[config.mk]
export PLATFORM = sky130hd
export DESIGN_NAME = heater_thermostat_safety_core_flat
export DESIGN_NICKNAME = d
export VERILOG_FILES = /design/src/htsc_pkg.sv /design/src/htsc_stream_if.sv /design/src/htsc_cfg.sv /design/src/htsc_core.sv /design/src/heater_thermostat_safety_core.sv /design/src/flat_wrapper.sv
export VERILOG_INCLUDE_DIRS = /design/src /design/src/src
export SDC_FILE = /design/constraint.sdc
export NUM_CORES = 1
export LEC_CHECK = 0
export ABC_CLOCK_PERIOD_IN_PS = 990
export BUFFER_PORTS_ARGS = -buffer_cell sky130_fd_sc_hd__buf_4
export CAP_MARGIN = 20
export CORE_AREA = 2 2 39 41
export CTS_CLUSTER_DIAMETER = 200
export DETAILED_ROUTE_END_ITERATION = 10
export DIE_AREA = 0 0 41 43
export GPL_TIMING_DRIVEN = 1
export SKIP_LAST_GASP = 1
export SYNTH_ARGS = -nofsm -noshare
export SYNTH_HDL_FRONTEND = slang
export SYNTH_SLANG_ARGS = --single-unit
export TNS_END_PERCENT = 5
[constraint.sdc]
create_clock -name clk -period 0.99 [get_ports clk]
set_input_delay 0.2475 -clock clk [delete_from_list [all_inputs] [get_ports clk]]
set_output_delay 0.2475 -clock clk [all_outputs]
set_load 0.03 [all_outputs]
[src/heater_thermostat_safety_core_defines.svh]
// assertion macros for the heater thermostat core
`ifndef HEATER_THERMOSTAT_SAFETY_CORE_DEFINES_SVH
`define HEATER_THERMOSTAT_SAFETY_CORE_DEFINES_SVH

`ifndef SYNTHESIS
// same-cycle implication, sampled on clk, off while arst_n is low
`define HTSC_ASSERT_IMPLIES(label, ante, cons) \
	label: assert property (@(posedge clk) disable iff (!arst_n) (ante) |-> (cons)) \
		else $error("htsc: implication check failed");
// next-cycle implication
`define HTSC_ASSERT_NEXT(label, ante, cons) \
	label: assert property (@(posedge clk) disable iff (!arst_n) (ante) |=> (cons)) \
		else $error("htsc: next-cycle check failed");
`else
`define HTSC_ASSERT_IMPLIES(label, ante, cons)
`define HTSC_ASSERT_NEXT(label, ante, cons)
`endif

`endif

[src/htsc_pkg.sv]
// shared types, codes and constants of the heater thermostat core
package htsc_pkg;

	localparam int TEMP_W     = 7;
	localparam int TIME_W     = 16;
	localparam int CFG_IDX_W  = 3;
	localparam int CFG_DATA_W = 16;

	localparam int TICKS_PER_SECOND_DEF = 100;

	localparam logic [TEMP_W-1:0] TEMP_MIN_RST         = 7'd20;
	localparam logic [TEMP_W-1:0] TEMP_MAX_RST         = 7'd60;
	localparam logic [TEMP_W-1:0] INIT_SETPOINT_RST    = 7'd40;
	localparam logic [TIME_W-1:0] NO_RISE_TIMEOUT_RST  = 16'd300;
	localparam logic [TIME_W-1:0] MAX_ON_TIME_RST      = 16'd600;
	localparam logic [TIME_W-1:0] REST_TIME_RST        = 16'd60;
	localparam logic [TIME_W-1:0] SESSION_LIMIT_RST    = 16'd10800;
	localparam logic [TIME_W-1:0] SHOW_TICKS_RST       = 16'd100;

	typedef enum logic [1:0] {
		REQ_TICK   = 2'd0,
		REQ_SENSOR = 2'd1,
		REQ_BUTTON = 2'd2
	} req_e;

	typedef enum logic [1:0] {
		FAULT_NONE    = 2'd0,
		FAULT_NO_RISE = 2'd1,
		FAULT_SESSION = 2'd2
	} fault_e;

	typedef enum logic [1:0] {
		DISP_TEMP     = 2'd0,
		DISP_SETPOINT = 2'd1,
		DISP_NO_SENSE = 2'd2
	} disp_e;

	typedef enum logic [CFG_IDX_W-1:0] {
		CFG_TEMP_MIN        = 3'd0,
		CFG_TEMP_MAX        = 3'd1,
		CFG_INIT_SETPOINT   = 3'd2,
		CFG_NO_RISE_TIMEOUT = 3'd3,
		CFG_MAX_ON_TIME     = 3'd4,
		CFG_REST_TIME       = 3'd5,
		CFG_SESSION_LIMIT   = 3'd6,
		CFG_SHOW_TICKS      = 3'd7
	} cfg_idx_e;

	typedef struct packed {
		logic [1:0]        req_type;
		logic [TEMP_W-1:0] sensor_temp;
		logic              sensor_valid;
		logic              button_up;
	} in_item_t;

	typedef struct packed {
		logic              relay_on;
		logic [1:0]        fault;
		logic [1:0]        display_mode;
		logic [TEMP_W-1:0] display_value;
		logic [TEMP_W-1:0] setpoint;
	} out_item_t;

	typedef struct packed {
		logic [TEMP_W-1:0] sp_floor;
		logic [TEMP_W-1:0] sp_ceil;
		logic [TIME_W-1:0] no_rise_timeout;
		logic [TIME_W-1:0] max_on_time;
		logic [TIME_W-1:0] rest_time;
		logic [TIME_W-1:0] session_limit;
		logic [TIME_W-1:0] show_ticks;
	} cfg_t;

	// a write of the setpoint preset also loads the live setpoint
	typedef struct packed {
		logic              load;
		logic [TEMP_W-1:0] value;
	} preset_t;

endpackage

[src/htsc_stream_if.sv]
// valid/ready stream channel carrying one payload item per transfer
interface htsc_stream_if #(
	parameter type payload_t = logic
);
	logic     valid;
	logic     ready;
	payload_t data;

	modport source (output valid, output data, input ready);
	modport sink (input valid, input data, output ready);
endinterface

[src/htsc_cfg.sv]
// configuration registers of the heater thermostat core
module htsc_cfg (
	input  logic                               clk,
	input  logic                               arst_n,
	input  logic                               cfg_we,
	input  logic [htsc_pkg::CFG_IDX_W-1:0]     cfg_idx,
	input  logic [htsc_pkg::CFG_DATA_W-1:0]    cfg_wdata,
	output htsc_pkg::cfg_t                     cfg,
	output htsc_pkg::preset_t                  preset
);

	htsc_pkg::cfg_t cfg_q;

	always_ff @(posedge clk or negedge arst_n) begin
		if (!arst_n) begin
			cfg_q.sp_floor        <= htsc_pkg::TEMP_MIN_RST;
			cfg_q.sp_ceil         <= htsc_pkg::TEMP_MAX_RST;
			cfg_q.no_rise_timeout <= htsc_pkg::NO_RISE_TIMEOUT_RST;
			cfg_q.max_on_time     <= htsc_pkg::MAX_ON_TIME_RST;
			cfg_q.rest_time       <= htsc_pkg::REST_TIME_RST;
			cfg_q.session_limit   <= htsc_pkg::SESSION_LIMIT_RST;
			cfg_q.show_ticks      <= htsc_pkg::SHOW_TICKS_RST;
		end else if (cfg_we) begin
			case (htsc_pkg::cfg_idx_e'(cfg_idx))
				htsc_pkg::CFG_TEMP_MIN:
					cfg_q.sp_floor <= cfg_wdata[htsc_pkg::TEMP_W-1:0];
				htsc_pkg::CFG_TEMP_MAX:
					cfg_q.sp_ceil <= cfg_wdata[htsc_pkg::TEMP_W-1:0];
				htsc_pkg::CFG_NO_RISE_TIMEOUT:
					cfg_q.no_rise_timeout <= cfg_wdata[htsc_pkg::TIME_W-1:0];
				htsc_pkg::CFG_MAX_ON_TIME:
					cfg_q.max_on_time <= cfg_wdata[htsc_pkg::TIME_W-1:0];
				htsc_pkg::CFG_REST_TIME:
					cfg_q.rest_time <= cfg_wdata[htsc_pkg::TIME_W-1:0];
				htsc_pkg::CFG_SESSION_LIMIT:
					cfg_q.session_limit <= cfg_wdata[htsc_pkg::TIME_W-1:0];
				htsc_pkg::CFG_SHOW_TICKS:
					cfg_q.show_ticks <= cfg_wdata[htsc_pkg::TIME_W-1:0];
				default: begin
				end
			endcase
		end
	end

	// preset itself lives only in the live setpoint register of the core
	assign cfg          = cfg_q;
	assign preset.load  = cfg_we && (htsc_pkg::cfg_idx_e'(cfg_idx) == htsc_pkg::CFG_INIT_SETPOINT);
	assign preset.value = cfg_wdata[htsc_pkg::TEMP_W-1:0];

endmodule

[src/htsc_core.sv]
// thermostat state registers and the single-pass control update
module htsc_core #(
	parameter int TICKS_PER_SECOND = htsc_pkg::TICKS_PER_SECOND_DEF
) (
	input  logic                  clk,
	input  logic                  arst_n,
	input  logic                  fire,
	input  htsc_pkg::in_item_t    item,
	input  htsc_pkg::cfg_t        cfg,
	input  htsc_pkg::preset_t     preset,
	output htsc_pkg::out_item_t   res
);

	localparam int SUB_W = $clog2(TICKS_PER_SECOND + 1);
	localparam logic [SUB_W-1:0] SUB_WRAP = SUB_W'(TICKS_PER_SECOND);
	localparam int TW = htsc_pkg::TEMP_W;
	localparam int SW = htsc_pkg::TIME_W;

	logic [TW-1:0]    desired_q, desired_d;
	logic [TW-1:0]    last_temp_q, last_temp_d;
	logic             have_q, have_d;
	logic             relay_q, relay_d;
	htsc_pkg::fault_e fault_q, fault_d;
	logic [SW-1:0]    seconds_q, seconds_d;
	logic [SUB_W-1:0] sub_ticks_q, sub_ticks_d;
	logic [SUB_W-1:0] sub_inc;
	logic [SW-1:0]    show_count_q, show_count_d;
	logic [SW-1:0]    on_since_q, on_since_d;
	logic [SW-1:0]    check_since_q, check_since_d;
	logic [TW-1:0]    start_temp_q, start_temp_d;
	logic [SW-1:0]    rest_until_q, rest_until_d;
	logic             run_checks;

	assign sub_inc = sub_ticks_q + 1'b1;

	always_comb begin
		desired_d     = desired_q;
		last_temp_d   = last_temp_q;
		have_d        = have_q;
		relay_d       = relay_q;
		fault_d       = fault_q;
		seconds_d     = seconds_q;
		sub_ticks_d   = sub_ticks_q;
		show_count_d  = show_count_q;
		on_since_d    = on_since_q;
		check_since_d = check_since_q;
		start_temp_d  = start_temp_q;
		rest_until_d  = rest_until_q;
		run_checks    = 1'b0;

		if (fire) begin
			case (htsc_pkg::req_e'(item.req_type))
				htsc_pkg::REQ_TICK: begin
					if (show_count_q != '0)
						show_count_d = show_count_q - 1'b1;
					if (sub_inc >= SUB_WRAP) begin
						sub_ticks_d = '0;
						seconds_d   = seconds_q + 1'b1;
					end else begin
						sub_ticks_d = sub_inc;
					end
				end
				htsc_pkg::REQ_SENSOR: begin
					if (item.sensor_valid) begin
						last_temp_d = item.sensor_temp;
						have_d      = 1'b1;
					end else begin
						have_d = 1'b0;
					end
				end
				htsc_pkg::REQ_BUTTON: begin
					if (fault_q != htsc_pkg::FAULT_NONE) begin
						// press acknowledges the fault and restarts the session
						fault_d   = htsc_pkg::FAULT_NONE;
						seconds_d = '0;
					end else begin
						if (show_count_q != '0) begin
							if (!item.button_up) begin
								if (desired_q > cfg.sp_floor)
									desired_d = desired_q - 1'b1;
							end else begin
								if (desired_q < cfg.sp_ceil)
									desired_d = desired_q + 1'b1;
							end
						end
						show_count_d = cfg.show_ticks;
					end
				end
				default: begin
				end
			endcase

			// hysteresis control
			if (fault_d == htsc_pkg::FAULT_NONE) begin
				if (have_d) begin
					if ({1'b0, desired_d} > ({1'b0, last_temp_d} + (TW+1)'(1))) begin
						if (!relay_d && (seconds_d >= rest_until_d)) begin
							relay_d       = 1'b1;
							on_since_d    = seconds_d;
							check_since_d = seconds_d;
							start_temp_d  = last_temp_d;
						end
					end else if (desired_d < last_temp_d) begin
						relay_d = 1'b0;
					end
				end else begin
					relay_d = 1'b0;
				end
			end

			// both timers are checked whenever the relay was on at this point
			run_checks = relay_d;
			if (run_checks) begin
				if (SW'(seconds_d - check_since_d) >= cfg.no_rise_timeout) begin
					if (last_temp_d <= start_temp_d) begin
						relay_d = 1'b0;
						fault_d = htsc_pkg::FAULT_NO_RISE;
					end else begin
						start_temp_d  = last_temp_d;
						check_since_d = seconds_d;
					end
				end
				if (SW'(seconds_d - on_since_d) >= cfg.max_on_time) begin
					relay_d      = 1'b0;
					rest_until_d = seconds_d + cfg.rest_time;
				end
			end

			if (seconds_d >= cfg.session_limit) begin
				relay_d = 1'b0;
				fault_d = htsc_pkg::FAULT_SESSION;
			end
		end

		if (preset.load)
			desired_d = preset.value;
	end

	always_ff @(posedge clk or negedge arst_n) begin
		if (!arst_n) begin
			desired_q     <= htsc_pkg::INIT_SETPOINT_RST;
			last_temp_q   <= '0;
			have_q        <= 1'b0;
			relay_q       <= 1'b0;
			fault_q       <= htsc_pkg::FAULT_NONE;
			seconds_q     <= '0;
			sub_ticks_q   <= '0;
			show_count_q  <= '0;
			on_since_q    <= '0;
			check_since_q <= '0;
			start_temp_q  <= '0;
			rest_until_q  <= '0;
		end else begin
			desired_q     <= desired_d;
			last_temp_q   <= last_temp_d;
			have_q        <= have_d;
			relay_q       <= relay_d;
			fault_q       <= fault_d;
			seconds_q     <= seconds_d;
			sub_ticks_q   <= sub_ticks_d;
			show_count_q  <= show_count_d;
			on_since_q    <= on_since_d;
			check_since_q <= check_since_d;
			start_temp_q  <= start_temp_d;
			rest_until_q  <= rest_until_d;
		end
	end

	always_comb begin
		res.relay_on = relay_d;
		res.fault    = fault_d;
		res.setpoint = desired_d;
		if (!have_d) begin
			res.display_mode  = htsc_pkg::DISP_NO_SENSE;
			res.display_value = '0;
		end else if (show_count_d != '0) begin
			res.display_mode  = htsc_pkg::DISP_SETPOINT;
			res.display_value = desired_d;
		end else begin
			res.display_mode  = htsc_pkg::DISP_TEMP;
			res.display_value = last_temp_d;
		end
	end

endmodule

[src/heater_thermostat_safety_core.sv]
// Heater relay thermostat with no-rise, max-on-time and session safety timeouts.
// request channel: one item per transfer, a 10 ms tick, a sensor reading or a
//   button press (req_type selects which fields count).
// response channel: exactly one result per request, in order: relay drive,
//   latched fault code, display mode and value, and the current setpoint.
// cfg_we/cfg_idx/cfg_wdata write the seven setup registers and the setpoint
//   preset; write them only while no request is in flight. Writing the
//   setpoint preset also loads the live setpoint.
// A taken request waits in the input stage; it is applied when it moves on,
//   and its result is registered for response at that same clock edge.
// Throughput: one request per cycle while the response is not stalled, set by
//   the single control-update stage that reads and writes all thermostat state.
// Reset (arst_n low): setup and state registers return to their reset values,
//   the relay is off, no fault, no sensor reading, and both channels are empty.
// A stalled response holds its result; the input stage keeps one more request
//   and request.ready drops until the result is taken.
`include "heater_thermostat_safety_core_defines.svh"

module heater_thermostat_safety_core #(
	parameter int TICKS_PER_SECOND = htsc_pkg::TICKS_PER_SECOND_DEF
) (
	input  logic                             clk,
	input  logic                             arst_n,
	htsc_stream_if.sink                      request,
	htsc_stream_if.source                    response,
	input  logic                             cfg_we,
	input  logic [htsc_pkg::CFG_IDX_W-1:0]   cfg_idx,
	input  logic [htsc_pkg::CFG_DATA_W-1:0]  cfg_wdata
);

	logic                req_valid_s1;
	htsc_pkg::in_item_t  req_s1;
	logic                res_valid_q;
	htsc_pkg::out_item_t res_q;
	htsc_pkg::out_item_t core_res;
	htsc_pkg::cfg_t      cfg;
	htsc_pkg::preset_t   preset;
	logic                advance;

	// the held request moves on once the result register is free or being drained
	assign advance       = req_valid_s1 && (!res_valid_q || response.ready);
	assign request.ready = !req_valid_s1 || advance;

	always_ff @(posedge clk or negedge arst_n) begin
		if (!arst_n) begin
			req_valid_s1 <= 1'b0;
		end else if (request.ready) begin
			req_valid_s1 <= request.valid;
		end
	end

	always_ff @(posedge clk) begin
		if (request.valid && request.ready)
			req_s1 <= request.data;
	end

	htsc_cfg u_cfg (
		.clk      (clk),
		.arst_n   (arst_n),
		.cfg_we   (cfg_we),
		.cfg_idx  (cfg_idx),
		.cfg_wdata(cfg_wdata),
		.cfg      (cfg),
		.preset   (preset)
	);

	htsc_core #(
		.TICKS_PER_SECOND(TICKS_PER_SECOND)
	) u_core (
		.clk   (clk),
		.arst_n(arst_n),
		.fire  (advance),
		.item  (req_s1),
		.cfg   (cfg),
		.preset(preset),
		.res   (core_res)
	);

	always_ff @(posedge clk or negedge arst_n) begin
		if (!arst_n) begin
			res_valid_q <= 1'b0;
		end else if (advance) begin
			res_valid_q <= 1'b1;
		end else if (response.ready) begin
			res_valid_q <= 1'b0;
		end
	end

	always_ff @(posedge clk) begin
		if (advance)
			res_q <= core_res;
	end

	assign response.valid = res_valid_q;
	assign response.data  = res_q;

	`HTSC_ASSERT_NEXT(a_advance_gives_result, advance, res_valid_q)
	`HTSC_ASSERT_IMPLIES(a_relay_off_in_fault, res_valid_q && res_q.relay_on, res_q.fault == htsc_pkg::FAULT_NONE)
	`HTSC_ASSERT_IMPLIES(a_no_sensor_blank, res_valid_q && (res_q.display_mode == htsc_pkg::DISP_NO_SENSE), res_q.display_value == '0)

endmodule
[src/flat_wrapper.sv]
// flat-port wrapper written by rule: the top's interface ports become plain ports
module heater_thermostat_safety_core_flat 
#(
	parameter int TICKS_PER_SECOND = htsc_pkg::TICKS_PER_SECOND_DEF
)
  (clk, arst_n, cfg_we, cfg_idx, cfg_wdata, request_valid, request_data, request_ready, response_valid, response_data, response_ready);
  htsc_stream_if request_i ();
  htsc_stream_if response_i ();
  input  logic clk;
  input  logic arst_n;
  input  logic cfg_we;
  input  logic [htsc_pkg::CFG_IDX_W-1:0] cfg_idx;
  input  logic [htsc_pkg::CFG_DATA_W-1:0] cfg_wdata;
  input wire logic [$bits(request_i.valid)-1:0] request_valid;
  input wire logic [$bits(request_i.data)-1:0] request_data;
  output wire logic [$bits(request_i.ready)-1:0] request_ready;
  output wire logic [$bits(response_i.valid)-1:0] response_valid;
  output wire logic [$bits(response_i.data)-1:0] response_data;
  input wire logic [$bits(response_i.ready)-1:0] response_ready;
  assign request_i.valid = request_valid;
  assign request_i.data = request_data;
  assign request_ready = request_i.ready;
  assign response_valid = response_i.valid;
  assign response_data = response_i.data;
  assign response_i.ready = response_ready;
  heater_thermostat_safety_core #(.TICKS_PER_SECOND(TICKS_PER_SECOND)) u_core (.clk(clk), .arst_n(arst_n), .request(request_i), .response(response_i), .cfg_we(cfg_we), .cfg_idx(cfg_idx), .cfg_wdata(cfg_wdata));
endmodule
Word level (Yosys, flattened, before mapping) --
Index checks and enable logic that the tools add are counted.
Word-level totals: latch bits 0, memories 0, output and inout port bits 3, RAM bits 0, memory bits (read-only) 0, logic and storage cells 15, flip-flop bits (word level) 10
Cells by class: add/sub/neg operators 0, div/mod/pow operators 0, reduce and logical (&&, ||, !) cells 7, $lt $le $gt $ge 0, bitwise gates (word level) 0, shift operators 0, equality and inequality tests 1, mux-type cells 3, $mul 0
Operator list (count):
- $mux W7 | 1
- $eq A3 B2 Y1 const B | 1
- $logic_and A1 B1 Y1 | 2
- $logic_not A1 Y1 | 2
- $logic_or A1 B1 Y1 | 2
- $mux W1 | 2
- $reduce_bool A2 Y1 | 1

Depth between registers and ports, before layout --
word-level depth 4, mapped depth 2, gate-level depth less buffers 2

By module --
Synthesis repeated with hierarchy kept, for this count alone.
Unflattened totals: cell total of the unflattened synthesis 1512, area total of the unflattened synthesis 14996.9 um2
Modules (own cells, without submodules):
- htsc_core | cells each 1287, area each 11064.4 um2, seq. area each 2805.2 um2, times used 1
- htsc_cfg | cells each 214, area each 3764.9 um2, seq. area each 2384.8 um2, times used 1
- heater_thermostat_safety_core | cells each 11, area each 167.7 um2, seq. area each 110.1 um2, times used 1

Worst setup path after synthesis --
OpenSTA, ideal clock, no wires.
kind reg-to-output, start register u_core.res_valid_q (netlist: u_core.response.valid), end output request_ready, setup slack -0.160 ns, arrival time 0.902 ns, path buffers 0, stages on the path, launching flop included 3, data required time 0.742 ns, path through dfrtp_1 -> nor2b_1 -> nand2_1
On the way: cells in the longest elaborated chain, start to end 4
Ends and longest elaborated chain:
- start, declared | line heater_thermostat_safety_core.sv:33 | logic res_valid_q;
- start signal, assigned | line heater_thermostat_safety_core.sv:81 | res_valid_q <= 1'b0;
- start signal, assigned | line heater_thermostat_safety_core.sv:83 | res_valid_q <= 1'b1;
- start signal, assigned | line heater_thermostat_safety_core.sv:85 | res_valid_q <= 1'b0;
- $logic_not A1 Y1 | line heater_thermostat_safety_core.sv:41 | assign advance = req_valid_s1 && (!res_valid_q || response.ready);
- $logic_or A1 B1 Y1 | line heater_thermostat_safety_core.sv:41
- $logic_and A1 B1 Y1 | line heater_thermostat_safety_core.sv:41
- $logic_or A1 B1 Y1 | line heater_thermostat_safety_core.sv:42 | assign request.ready = !req_valid_s1 || advance;
- end, declared | line flat_wrapper.sv:16 | output wire logic [$bits(request_i.ready)-1:0] request_ready;
No other way between the ends.

Worst setup path in the final report --
Same ends and word-level chain as after synthesis.

==> impl_metrics.json <==
{
  "clock_skew_ps": 3.94,
  "timing.rr.end": "u_core.req_valid_s1",
  "synth_cell_types": 9,
  "cts_buffers": 3,
  "total_leakage_power_nw": 0.169,
  "dr.first_iter.drc_count": 0,
  "slew_violations": 0,
  "p_sw_mw": 0.132,
  "critPathKind": "register to output pin",
  "antenna_found_initial": 0,
  "reg2reg_depth": 4,
  "grt_use_met3_pct": 4.71,
  "crit_path_start_kind": "register",
  "worstSkewPairLatency_ps": 240,
  "synth_area_um2": 169,
  "tightest_slew_ps": 116,
  "layout_setup_ws_ps": -195,
  "ys_ff_latch": 4,
  "cts_max_path_buffers": 2,
  "clk_pin_slew_ps": 40,
  "coreArea_um2": 1380,
  "io_buffers": 11,
  "cts_sinks": 4,
  "grt_pass1_wl_um": 669,
  "final_util_pct": 25.0,
  "hp-start": "request_valid",
  "routed-via-count": 156,
  "grt_pass1_vias": 177,
  "ir_worst_vdd_mv": 0.333,
  "status": "finished with violations",
  "syn_inst": 12,
  "detail_route.drc_violations": 0,
  "met1_usage_pct": 7.17,
  "r2r_setup_slack_ps": -30,
  "finalHoldViolCount": 0,
  "ys_warn_count": 0,
  "nFillCells": 158,
  "viasPerCell": 3.32,
  "gp_congestion": 0.596,
  "rsz0062_at_grt": "yes",
  "violations": "negative setup slack",
  "combPwrFrac_pct": 23.1,
  "area_growth_pct": 104,
  "ant_nets": 0,
  "pre_cts_ws_ps": -227,
  "min_path_type": "primary input to register",
  "root_buffer": "clkbuf_4",
  "p_sw_share_pct": 23.8,
  "yosysSeqAreaShare_pct": 62.2,
  "die_area_um2": 1760,
  "cts_max_level": 1,
  "grt_use_total_pct": 6.35,
  "dp_cells": 40,
  "cp_data_arrival_time_ps": 940,
  "wl_per_cell_um": 9.04,
  "p_seq_share_pct": 36.6,
  "setup-violations-final": 5,
  "grt.overflow.total": 0,
  "fp.dieW_um": 41,
  "drv_cap": 0,
  "max-slew-margin-rel_pct": 92.3,
  "syn-num-nets": 37,
  "finalWirelength_um": 425,
  "diodes": 0,
  "drive_gt1_share_pct": 67.7,
  "period_needed_ps": 1180,
  "finalSetupTns_ps": -430,
  "worst_setup_path_end_kind": "output pin",
  "grt_max_degree": 5,
  "hold_end": "u_core.req_valid_s1",
  "nets": 57,
  "r2r-start": "u_core.response.valid",
  "start_util_pct": 12.2,
  "fin_crit_sh_pct": 120,
  "syn_area_per_cell_um2": 14.1,
  "hpwlAfterDp_um": 318,
  "hold_slack_ps": 194,
  "hold_depth": 2,
  "final_cell_count_no_fill": 47,
  "num_io_pins": 28,
  "num_rows": 14,
  "worstPathRequired_ps": 740,
  "fp.dieH_um": 43,
  "use_met2_pct": 7.19,
  "cp_max_fo": 2,
  "internal_power_mw": 0.422,
  "busiest_layer": "met2",
  "cts_tree": "done",
  "p_per_area_nw_per_um2": 1600,
  "max_freq_ghz": 0.844,
  "power.share.clock_pct": 40.3,
  "firstDrtPassIters": 1
}
==> sequential cells by signal (all words and copies together), names as in the netlist <==
name / count
u_core.response.valid: 1
u_core.response.data: 1
u_core.req_valid_s1: 1
u_core.u_core.desired_q: 1
==> power groups by stage <==
stage                     Combinational [mW]  Clock (mW)  Sequential, mW
after CTS                              0.128       0.240           0.203
after global placement                 0.107           0           0.205
after floorplan                       0.0382           0           0.223
after detailed placement               0.108           0           0.206
after global routing                   0.138       0.255           0.204
final                                  0.128       0.223           0.203
==> area by class of cell <==
cell class	count	area [um^2]	share of cell area, %
timing repair buffer	15	119	34.4
tap	16	20.0	5.80
multi-input combinational	8	73.8	21.4
clock buffer	4	26.3	7.61
sequential	4	106	30.8
==> layer usage <==
layer  share of wire (%)  vias up
met1                  43       66
met5                   0        -
met4                   0        0
met3                  15        0
met2                  42       12
li1                    -       78
==> critical path, stage by stage, from the launching register on <==
cell and delay, ps:
dfrtp_2 390, nor2b_4 130, nand2_2 60, buf_6 120
==> logic make-up (layout without fill, tap and decap cells) <==
logic type | Yosys count | count (layout) | synth area share, %
muxes | 1 | 1 | 8.89
DFF | 4 | 4 | 62.2
and+or+nand+nor | 6 | 6 | 24.4
AOI/OAI and AO/OA | 1 | 1 | 4.45
buffers and inverters | 0 | 19 | 0
==> placed cells by master (no fill, tap or decap) <==
master / synthesis / layout
and4bb_1: 1 / 1
nand2_2: 0 / 1
a21o_1: 1 / 1
buf_4: 0 / 13
nor2b_4: 0 / 1
dfrtp_1: 3 / 2
buf_6: 0 / 1
dfrtp_2: 0 / 1
mux2_4: 1 / 1
dlygate4sd3_1: 0 / 1
and2_1: 1 / 1
clkbuf_1: 0 / 1
edfxtp_1: 1 / 1
nand2b_1: 2 / 2
clkbuf_4: 0 / 3
==> synthesized netlist by cell type <==
master | number | area [um^2]
dfrtp_1 | 3 | 75.1
nand2b_1 | 2 | 12.5
a21o_1 | 1 | 7.51
and2_1 | 1 | 6.26
and4bb_1 | 1 | 12.5
edfxtp_1 | 1 | 30.0
mux2_4 | 1 | 15.0
nand2_1 | 1 | 3.75
nor2b_1 | 1 | 6.26
==> how the worst max path moves through the flow <==
stage / from / to / slack [ps]
global placement: cfg_idx[0] / u_core.response.data / -220
finish: u_core.response.valid / request_ready / -190
global route: u_core.response.valid / request_ready / -240
floorplan: cfg_idx[0] / u_core.response.data / -80
CTS: u_core.response.valid / request_ready / -210
detailed placement: cfg_idx[0] / u_core.response.data / -230
==> metrics by stage <==
| step | total power, mW | cell area (um^2) |
|---|---|---|
| floorplan | 0.262 | 173 |
| finish | 0.554 | 345 |
| global route | 0.598 | 345 |
| detailed placement | 0.314 | 283 |
| global placement | 0.312 | 283 |
| CTS | 0.571 | 345 |
==> what timing repair did <==
item / in CTS / in global routing
buffers inserted: 2 / 0
setup endpoints to repair: 3 / 5
hold buffers: 1 / 0
gates resized for setup: 3 / 0
endpoints found under the hold margin: 3 / 0
gates cloned: 0 / 0
Note: power is estimated with default switching activity, not from simulation.
